==> config.mk <==
export PLATFORM = sky130hd
export DESIGN_NAME = epoch_seconds_to_calendar
export DESIGN_NICKNAME = d
export VERILOG_FILES = /design/src/rtl/esc_pkg.sv /design/src/rtl/esc_divc.sv /design/src/rtl/epoch_seconds_to_calendar.sv
export SDC_FILE = /design/constraint.sdc
export NUM_CORES = 2
export LEC_CHECK = 0
export ABC_AREA = 1
export BUFFER_PORTS_ARGS = -buffer_cell sky130_fd_sc_hd__buf_2
export CORE_MARGIN = 4
export CORE_UTILIZATION = 25
export DETAILED_ROUTE_END_ITERATION = 10
export GPL_ROUTABILITY_DRIVEN = 0
export PLACE_DENSITY_LB_ADDON = 0.1
export SYNTH_ARGS = -nofsm -noshare
export SYNTH_HDL_FRONTEND = slang
export SYNTH_HIERARCHICAL = 1
export SYNTH_SLANG_ARGS = --single-unit
==> constraint.sdc <==
create_clock -name clk_i -period 8.3 [get_ports clk_i]
set_input_delay 1.66 -clock clk_i [delete_from_list [all_inputs] [get_ports clk_i]]
set_output_delay 1.66 -clock clk_i [all_outputs]
set_load 0.1 [all_outputs]
==> src/rtl/esc_pkg.sv <==
// Shared types, constants and microcode table for the epoch-to-calendar converter.
package esc_pkg;

  localparam int unsigned EpochW = 32;
  localparam int unsigned PcW    = 4;
  localparam int unsigned RemW   = 6;

  typedef logic [PcW-1:0] pc_t;

  typedef enum logic [2:0] {
    OP_DIV_MUL,
    OP_DIV_FIX,
    OP_YEAR,
    OP_MONTH,
    OP_DONE
  } op_e;

  typedef enum logic [1:0] {
    DIV_60,
    DIV_24,
    DIV_7
  } divsel_e;

  typedef enum logic [1:0] {
    DST_SEC,
    DST_MIN,
    DST_HR,
    DST_WDAY
  } dest_e;

  typedef struct packed {
    op_e     op;
    divsel_e div;
    dest_e   dest;
    logic    load_t;
    pc_t     jmp;
  } uword_t;

  typedef struct packed {
    logic    mul_en;
    divsel_e sel;
  } div_ctrl_t;

  localparam pc_t PcYear  = 4'd8;
  localparam pc_t PcMonth = 4'd9;

  localparam logic [EpochW-1:0] Recip60 = 32'(64'h1_0000_0000 / 64'd60);
  localparam logic [EpochW-1:0] Recip24 = 32'(64'h1_0000_0000 / 64'd24);
  localparam logic [EpochW-1:0] Recip7  = 32'(64'h1_0000_0000 / 64'd7);

  localparam logic [7:0] Yoff2100 = 8'(2100 - 1970);
  localparam logic [7:0] Yoff2200 = 8'(2200 - 1970);
  localparam logic [7:0] YoffMax  = 8'd136;
  localparam logic [3:0] MonFeb   = 4'd1;
  localparam logic [3:0] MonLast  = 4'd11;

  function automatic uword_t ucode(pc_t pc);
    uword_t w;
    w = '{op: OP_DONE, div: DIV_60, dest: DST_SEC, load_t: 1'b0, jmp: '0};
    unique case (pc)
      4'd0: w = '{op: OP_DIV_MUL, div: DIV_60, dest: DST_SEC,  load_t: 1'b0, jmp: '0};
      4'd1: w = '{op: OP_DIV_FIX, div: DIV_60, dest: DST_SEC,  load_t: 1'b1, jmp: '0};
      4'd2: w = '{op: OP_DIV_MUL, div: DIV_60, dest: DST_MIN,  load_t: 1'b0, jmp: '0};
      4'd3: w = '{op: OP_DIV_FIX, div: DIV_60, dest: DST_MIN,  load_t: 1'b1, jmp: '0};
      4'd4: w = '{op: OP_DIV_MUL, div: DIV_24, dest: DST_HR,   load_t: 1'b0, jmp: '0};
      4'd5: w = '{op: OP_DIV_FIX, div: DIV_24, dest: DST_HR,   load_t: 1'b1, jmp: '0};
      4'd6: w = '{op: OP_DIV_MUL, div: DIV_7,  dest: DST_WDAY, load_t: 1'b0, jmp: '0};
      4'd7: w = '{op: OP_DIV_FIX, div: DIV_7,  dest: DST_WDAY, load_t: 1'b0, jmp: '0};
      4'd8: w = '{op: OP_YEAR,    div: DIV_60, dest: DST_SEC,  load_t: 1'b0, jmp: PcYear};
      4'd9: w = '{op: OP_MONTH,   div: DIV_60, dest: DST_SEC,  load_t: 1'b0, jmp: PcMonth};
      default: w = '{op: OP_DONE, div: DIV_60, dest: DST_SEC, load_t: 1'b0, jmp: '0};
    endcase
    return w;
  endfunction

  function automatic logic [RemW-1:0] divisor(divsel_e sel);
    logic [RemW-1:0] d;
    unique case (sel)
      DIV_60:  d = 6'd60;
      DIV_24:  d = 6'd24;
      DIV_7:   d = 6'd7;
      default: d = 6'd60;
    endcase
    return d;
  endfunction

  function automatic logic [EpochW-1:0] recip(divsel_e sel);
    logic [EpochW-1:0] r;
    unique case (sel)
      DIV_60:  r = Recip60;
      DIV_24:  r = Recip24;
      DIV_7:   r = Recip7;
      default: r = Recip60;
    endcase
    return r;
  endfunction

  function automatic logic is_leap(logic [7:0] yoff);
    return (yoff[1:0] == 2'd2) && (yoff != Yoff2100) && (yoff != Yoff2200);
  endfunction

  function automatic logic [8:0] year_len(logic leap);
    return leap ? 9'd366 : 9'd365;
  endfunction

  function automatic logic [4:0] month_len(logic [3:0] mon, logic leap);
    logic [4:0] len;
    case (mon) inside
      MonFeb:                    len = leap ? 5'd29 : 5'd28;
      4'd3, 4'd5, 4'd8, 4'd10:   len = 5'd30;
      default:                   len = 5'd31;
    endcase
    return len;
  endfunction

  // day 0 of the epoch was a Thursday
  function automatic logic [2:0] wday_of(logic [2:0] rem);
    return (rem >= 3'd3) ? 3'(rem - 3'd2) : 3'(rem + 3'd5);
  endfunction

endpackage

==> src/rtl/esc_divc.sv <==
// Divide-by-constant unit: reciprocal multiply, then one correction step.
module esc_divc (
  input  logic                              clk_i,
  input  esc_pkg::div_ctrl_t                ctrl_i,
  input  logic [esc_pkg::EpochW-1:0]        dividend_i,
  output logic [esc_pkg::EpochW-1:0]        quot_o,
  output logic [esc_pkg::RemW-1:0]          rem_o
);
  import esc_pkg::*;

  logic [2*EpochW-1:0] prod_q;
  logic [EpochW-1:0]   q_est;
  logic [EpochW-1:0]   r_full;
  logic [EpochW-1:0]   dvs;

  always_ff @(posedge clk_i) begin
    if (ctrl_i.mul_en) begin
      prod_q <= 64'(dividend_i) * 64'(recip(ctrl_i.sel));
    end
  end

  always_comb begin
    dvs    = 32'(divisor(ctrl_i.sel));
    q_est  = prod_q[2*EpochW-1:EpochW];
    r_full = dividend_i - 32'(q_est * dvs);
    if (r_full >= dvs) begin
      quot_o = q_est + 32'd1;
      rem_o  = RemW'(r_full - dvs);
    end else begin
      quot_o = q_est;
      rem_o  = RemW'(r_full);
    end
  end

endmodule

==> src/rtl/epoch_seconds_to_calendar.sv <==
// Top level: microcoded converter from epoch seconds to broken-down calendar time.
//
//   channel  direction  handshake              word
//   in       input      in_valid_i/in_ready_o  epoch_seconds_i
//   out      output     out_valid_o/out_ready_i seconds..day_of_month
//
// The year scan steps Y = years past 1970 (up to 136), one year per cycle; the month
// scan then steps M = month index (up to 11). The year scan sets the worst case.
// Four constant divisions (multiply step, fix step) share one reciprocal multiplier.
// Reset clears the sequencer and output valid; no clearing pass.
// A new word is taken while the last result waits; the final step holds until it drains.
module epoch_seconds_to_calendar (
  input  logic                        clk_i,
  input  logic                        rst_ni,
  input  logic                        in_valid_i,
  output logic                        in_ready_o,
  input  logic [esc_pkg::EpochW-1:0]  epoch_seconds_i,
  output logic                        out_valid_o,
  input  logic                        out_ready_i,
  output logic [5:0]                  seconds_o,
  output logic [5:0]                  minutes_o,
  output logic [4:0]                  hours_o,
  output logic [2:0]                  weekday_o,
  output logic [7:0]                  year_offset_o,
  output logic [3:0]                  month_o,
  output logic [4:0]                  day_of_month_o
);
  import esc_pkg::*;

  logic              busy_q, busy_d;
  pc_t               pc_q, pc_d;
  logic [EpochW-1:0] t_q, t_d;
  logic [5:0]        sec_q, sec_d;
  logic [5:0]        min_q, min_d;
  logic [4:0]        hr_q, hr_d;
  logic [2:0]        wday_q, wday_d;
  logic [7:0]        yoff_q, yoff_d;
  logic [3:0]        mon_q, mon_d;
  logic              out_valid_q, out_valid_d;

  uword_t            uw;
  div_ctrl_t         div_ctrl;
  logic [EpochW-1:0] div_quot;
  logic [RemW-1:0]   div_rem;
  logic              leap;
  logic [8:0]        ylen;
  logic [4:0]        mlen;
  logic              year_go;
  logic              month_go;
  logic              done_fire;
  logic              in_fire;

  assign uw        = ucode(pc_q);
  assign leap      = is_leap(yoff_q);
  assign ylen      = year_len(leap);
  assign mlen      = month_len(mon_q, leap);
  assign year_go   = t_q >= 32'(ylen);
  assign month_go  = (t_q >= 32'(mlen)) && (mon_q != MonLast);
  assign in_ready_o = !busy_q;
  assign in_fire   = in_valid_i && in_ready_o;
  assign done_fire = busy_q && (uw.op == OP_DONE) && (!out_valid_q || out_ready_i);

  assign div_ctrl.mul_en = busy_q && (uw.op == OP_DIV_MUL);
  assign div_ctrl.sel    = uw.div;

  esc_divc u_divc (
    .clk_i      (clk_i),
    .ctrl_i     (div_ctrl),
    .dividend_i (t_q),
    .quot_o     (div_quot),
    .rem_o      (div_rem)
  );

  always_comb begin
    busy_d = busy_q;
    pc_d   = pc_q;
    t_d    = t_q;
    sec_d  = sec_q;
    min_d  = min_q;
    hr_d   = hr_q;
    wday_d = wday_q;
    yoff_d = yoff_q;
    mon_d  = mon_q;
    if (in_fire) begin
      busy_d = 1'b1;
      pc_d   = '0;
      t_d    = epoch_seconds_i;
      yoff_d = '0;
      mon_d  = '0;
    end else if (busy_q) begin
      unique case (uw.op)
        OP_DIV_MUL: pc_d = pc_q + 4'd1;
        OP_DIV_FIX: begin
          pc_d = pc_q + 4'd1;
          if (uw.load_t) begin
            t_d = div_quot;
          end
          case (uw.dest)
            DST_SEC:  sec_d  = div_rem;
            DST_MIN:  min_d  = div_rem;
            DST_HR:   hr_d   = 5'(div_rem);
            DST_WDAY: wday_d = wday_of(3'(div_rem));
            default:  ;
          endcase
        end
        OP_YEAR: begin
          if (year_go) begin
            t_d    = t_q - 32'(ylen);
            yoff_d = yoff_q + 8'd1;
            pc_d   = uw.jmp;
          end else begin
            pc_d = pc_q + 4'd1;
          end
        end
        OP_MONTH: begin
          if (month_go) begin
            t_d   = t_q - 32'(mlen);
            mon_d = mon_q + 4'd1;
            pc_d  = uw.jmp;
          end else begin
            pc_d = pc_q + 4'd1;
          end
        end
        OP_DONE: begin
          if (done_fire) begin
            busy_d = 1'b0;
          end
        end
        default: busy_d = 1'b0;
      endcase
    end
  end

  always_comb begin
    out_valid_d = out_valid_q;
    if (done_fire) begin
      out_valid_d = 1'b1;
    end else if (out_ready_i) begin
      out_valid_d = 1'b0;
    end
  end

  always_ff @(posedge clk_i or negedge rst_ni) begin
    if (!rst_ni) begin
      busy_q      <= 1'b0;
      pc_q        <= '0;
      out_valid_q <= 1'b0;
    end else begin
      busy_q      <= busy_d;
      pc_q        <= pc_d;
      out_valid_q <= out_valid_d;
    end
  end

  always_ff @(posedge clk_i) begin
    t_q    <= t_d;
    sec_q  <= sec_d;
    min_q  <= min_d;
    hr_q   <= hr_d;
    wday_q <= wday_d;
    yoff_q <= yoff_d;
    mon_q  <= mon_d;
    if (done_fire) begin
      seconds_o      <= sec_q;
      minutes_o      <= min_q;
      hours_o        <= hr_q;
      weekday_o      <= wday_q;
      year_offset_o  <= yoff_q;
      month_o        <= mon_q + 4'd1;
      day_of_month_o <= 5'(t_q) + 5'd1;
    end
  end

  assign out_valid_o = out_valid_q;

  a_busy_after_accept: assert property (@(posedge clk_i) disable iff (!rst_ni)
    in_fire |=> !in_ready_o)
    else $error("sequencer not busy after accepting a word");

  a_rem_below_divisor: assert property (@(posedge clk_i) disable iff (!rst_ni)
    (busy_q && uw.op == OP_DIV_FIX) |-> (div_rem < divisor(uw.div)))
    else $error("divider remainder not reduced");

  a_month_scan_bound: assert property (@(posedge clk_i) disable iff (!rst_ni)
    (busy_q && uw.op == OP_MONTH) |-> (mon_q <= MonLast && t_q < 32'd366))
    else $error("month scan out of range");

  a_year_bound: assert property (@(posedge clk_i) disable iff (!rst_ni)
    (busy_q && uw.op == OP_YEAR) |-> (yoff_q <= YoffMax))
    else $error("year scan past last representable year");

endmodule
==> summary.md <==
| Metric | Value |
|---|---|
| Status | `completed` |
| First-pass GRT wire length | `240.6 mm` |
| Most common cell after layout, fill and taps aside | `inv_1` |
| Sequential area share after synthesis | `0.1017` |
| CP max stage cell | `fa_2` |
| Mapped Cells | `5008` |
| Post-route setup slack | `298.2 ps` |
| Startpoint types | `flop` |
| Max-cap violations | `0` |
| Cell variety after synth | `54` |
| # nets final | `6476` |
| First-pass DRT Iterations | `7` |
| CTS tree | `done` |
| Worst path buffer plus inverter count | `13` |
| Period Utilization, post-route | `0.9641` |
| Tmin final | `8002 ps` |
| Final number of hold-violating endpoints | `0` |
| Slew margin rel. | `0.3015` |
| Syn avg cell area | `7.902 sq um` |
| Row count | `145` |
| Pin count of the biggest net entering global routing | `44` |
| Share of layout cells above drive strength 1 | `0.1066` |
| Post-CTS Hold Buffers | `0` |
| Pre-CTS setup slack | `-374.4 ps` |
| Post-synth EDFFs | `121` |
| Depth of the CTS H-tree | `4` |
| Post-Synthesis Cell Area | `39570 sq um` |
| PortBufs | `74` |
| Starting DRT DRC Count | `1982` |
| Worst Path Max Fanout | `21` |
| Synth Flop Type | `edfxtp_1` |
| Max Fclk | `125.0 MHz` |
| DIE WIDTH | `405.9 um` |
| Global route overflow | `0` |
| Net Count, Synth | `6187` |
| Initial Utilization | `0.2525` |
| Final ANT Viol Nets | `0` |
| Worst setup path class | `reg2reg` |
| Setup_tns | `0 ps` |
| Root buffer cell | `clkbuf_16` |
| Total Routed Length | `165.0 mm` |
| YS warnings | `6` |
| Worst clock skew | `25.99 ps` |
| # DRC | `0` |
| Synthesis-to-layout area growth | `14.79%` |
| Post-synthesis async set-or-reset flop share | `0.04317` |
| CP peak stage delay | `630 ps` |
| CP delay by family, top | `adder cells` |
| Clock buffer depth | `2` |
| WP data required | `8570 ps` |
| Slew @ Worst Pin | `1045 ps` |
| Most frequent CP cell | `inv_1` |
| CTS Buf Count | `17` |
| RSZ-0062 raised after global routing | `yes` |
| Worst-path clk slew | `80 ps` |
| Setup-failing EPs final | `0` |
| Gr usage total | `0.2031` |
| Clock Latency Late Sink | `520 ps` |
| Min-Delay Path Class | `reg2reg` |
| FF+latch count, synth | `139` |
| Worst setup EP type | `flop` |
| Arrival time at the worst endpoint | `8270 ps` |
| Commonest cells after routing, fill and taps aside | `inv_1, nand2_1, fa_1` |
| Die Y | `405.9 um` |
| Vias | `32391` |
| Clk sinks | `139` |
| Initial antenna violation count | `3` |
| Max Slew Vio Count | `0` |
| Vias per cell | `4.396` |
| DIE AREA | `164700 sq um` |
| Core ar. | `156800 sq um` |
| Routed length per placed instance | `22.39 um` |
| IO Pins | `75` |
| Dpl hpwl | `149.5 mm` |
| Vias in the first global route | `34641` |
worst paths after layout:
path | start | to | slack [ps] | cells past startpoint
setup / recovery | pc_q[3] | u_divc/prod_q[53] | 300 | 35
hold / removal | hr_q[1] | hours_o[1] | 420 | 0
setup reg to reg | pc_q[3] | u_divc/prod_q[53] | 300 | 35
hold reg to reg | hr_q[1] | hours_o[1] | 420 | 0
max in group asynchronous | rst_ni | pc_q[3] | 7120 | 1
min in group asynchronous | rst_ni | pc_q[1] | 980 | 1
metal layers:
layer | wire length, um | GRT usage
met3 | 4233 | 0.01485
met4 | 3077 | 0.03706
met1 | 75640 | 0.2751
met5 | 0 | 0
met2 | 82070 | 0.3581
logic make-up (layout without fill, tap and decap cells):
group,after synthesis,in the layout,share of synthesized area
AND/OR/NAND/NOR,1731,1731,0.1822
multiplexers,1,1,0.0002845
other,2,3,0.0001898
buffers and inverters,1551,1853,0.1494
flip-flops,139,139,0.1017
adder cells (fa/ha/maj),1143,1143,0.4964
AO/OA/AOI/OAI,345,345,0.04860
XOR/XNOR,96,96,0.02125
metrics by stage:
| stage | cell area, sq um | util | cells | hold WS, ps |
|---|---|---|---|---|
| final | 45430 | 0.2898 | 7369 | 417.6 |
| after global routing | 45420 | 0.2898 | 7368 | 419.9 |
| after CTS | 44870 | 0.2863 | 7359 | 418.0 |
| after detailed placement | 44220 | 0.2821 | 7327 | 404.5 |
| after global placement | 44220 | 0.2821 | 7327 | 404.3 |
| after floorplan | 39570 | - | 5008 | 400.3 |
cell usage after synthesis (all sizes together) (40+ instances only):
cell type	instances	share of area
edfxtp	121	0.092
nand4	49	0.0077
a21oi	164	0.021
clkbuf	45	0.0043
nor2	485	0.048
fa	712	0.36
ha	431	0.14
inv	1467	0.14
nor3	40	0.0053
nand3	219	0.029
nand2	910	0.087
o21ai	106	0.014
xor2	79	0.017
flip-flops by register name, summed over array words and instances (netlist names), 3 cells and up:
register and count:
hours_o 5, t_q 32, year_offset_o 8, seconds_o 6, pc_q 4, day_of_month_o 5
sec_q 6, month_o 4, minutes_o 6, weekday_o 3, yoff_q 8, wday_q 3
min_q 6, u_divc/prod_q 32, mon_q 4, hr_q 5
layout make-up:
| cell class | instances | area [sq um] |
|---|---|---|
| diodes | 1 | 2.502 |
| clock buffers | 17 | 425.4 |
| clock inverters | 15 | 166.4 |
| fillers | 17279 | 111300 |
| inverters | 1470 | 5518 |
| multi-input cells | 3318 | 30180 |
| flip-flops and latches | 139 | 4024 |
| well taps | 2058 | 2575 |
| repair buffers | 351 | 2539 |
repair_timing:
action	4_1_cts	5_1_grt
endpoints found under the setup margin	10	38
resized for setup	14	125
setup buffers	0	9
pin swaps	0	30
Power is not shown: default switching activity piles up to over one toggle a cycle in this logic, so the estimate is an artifact.
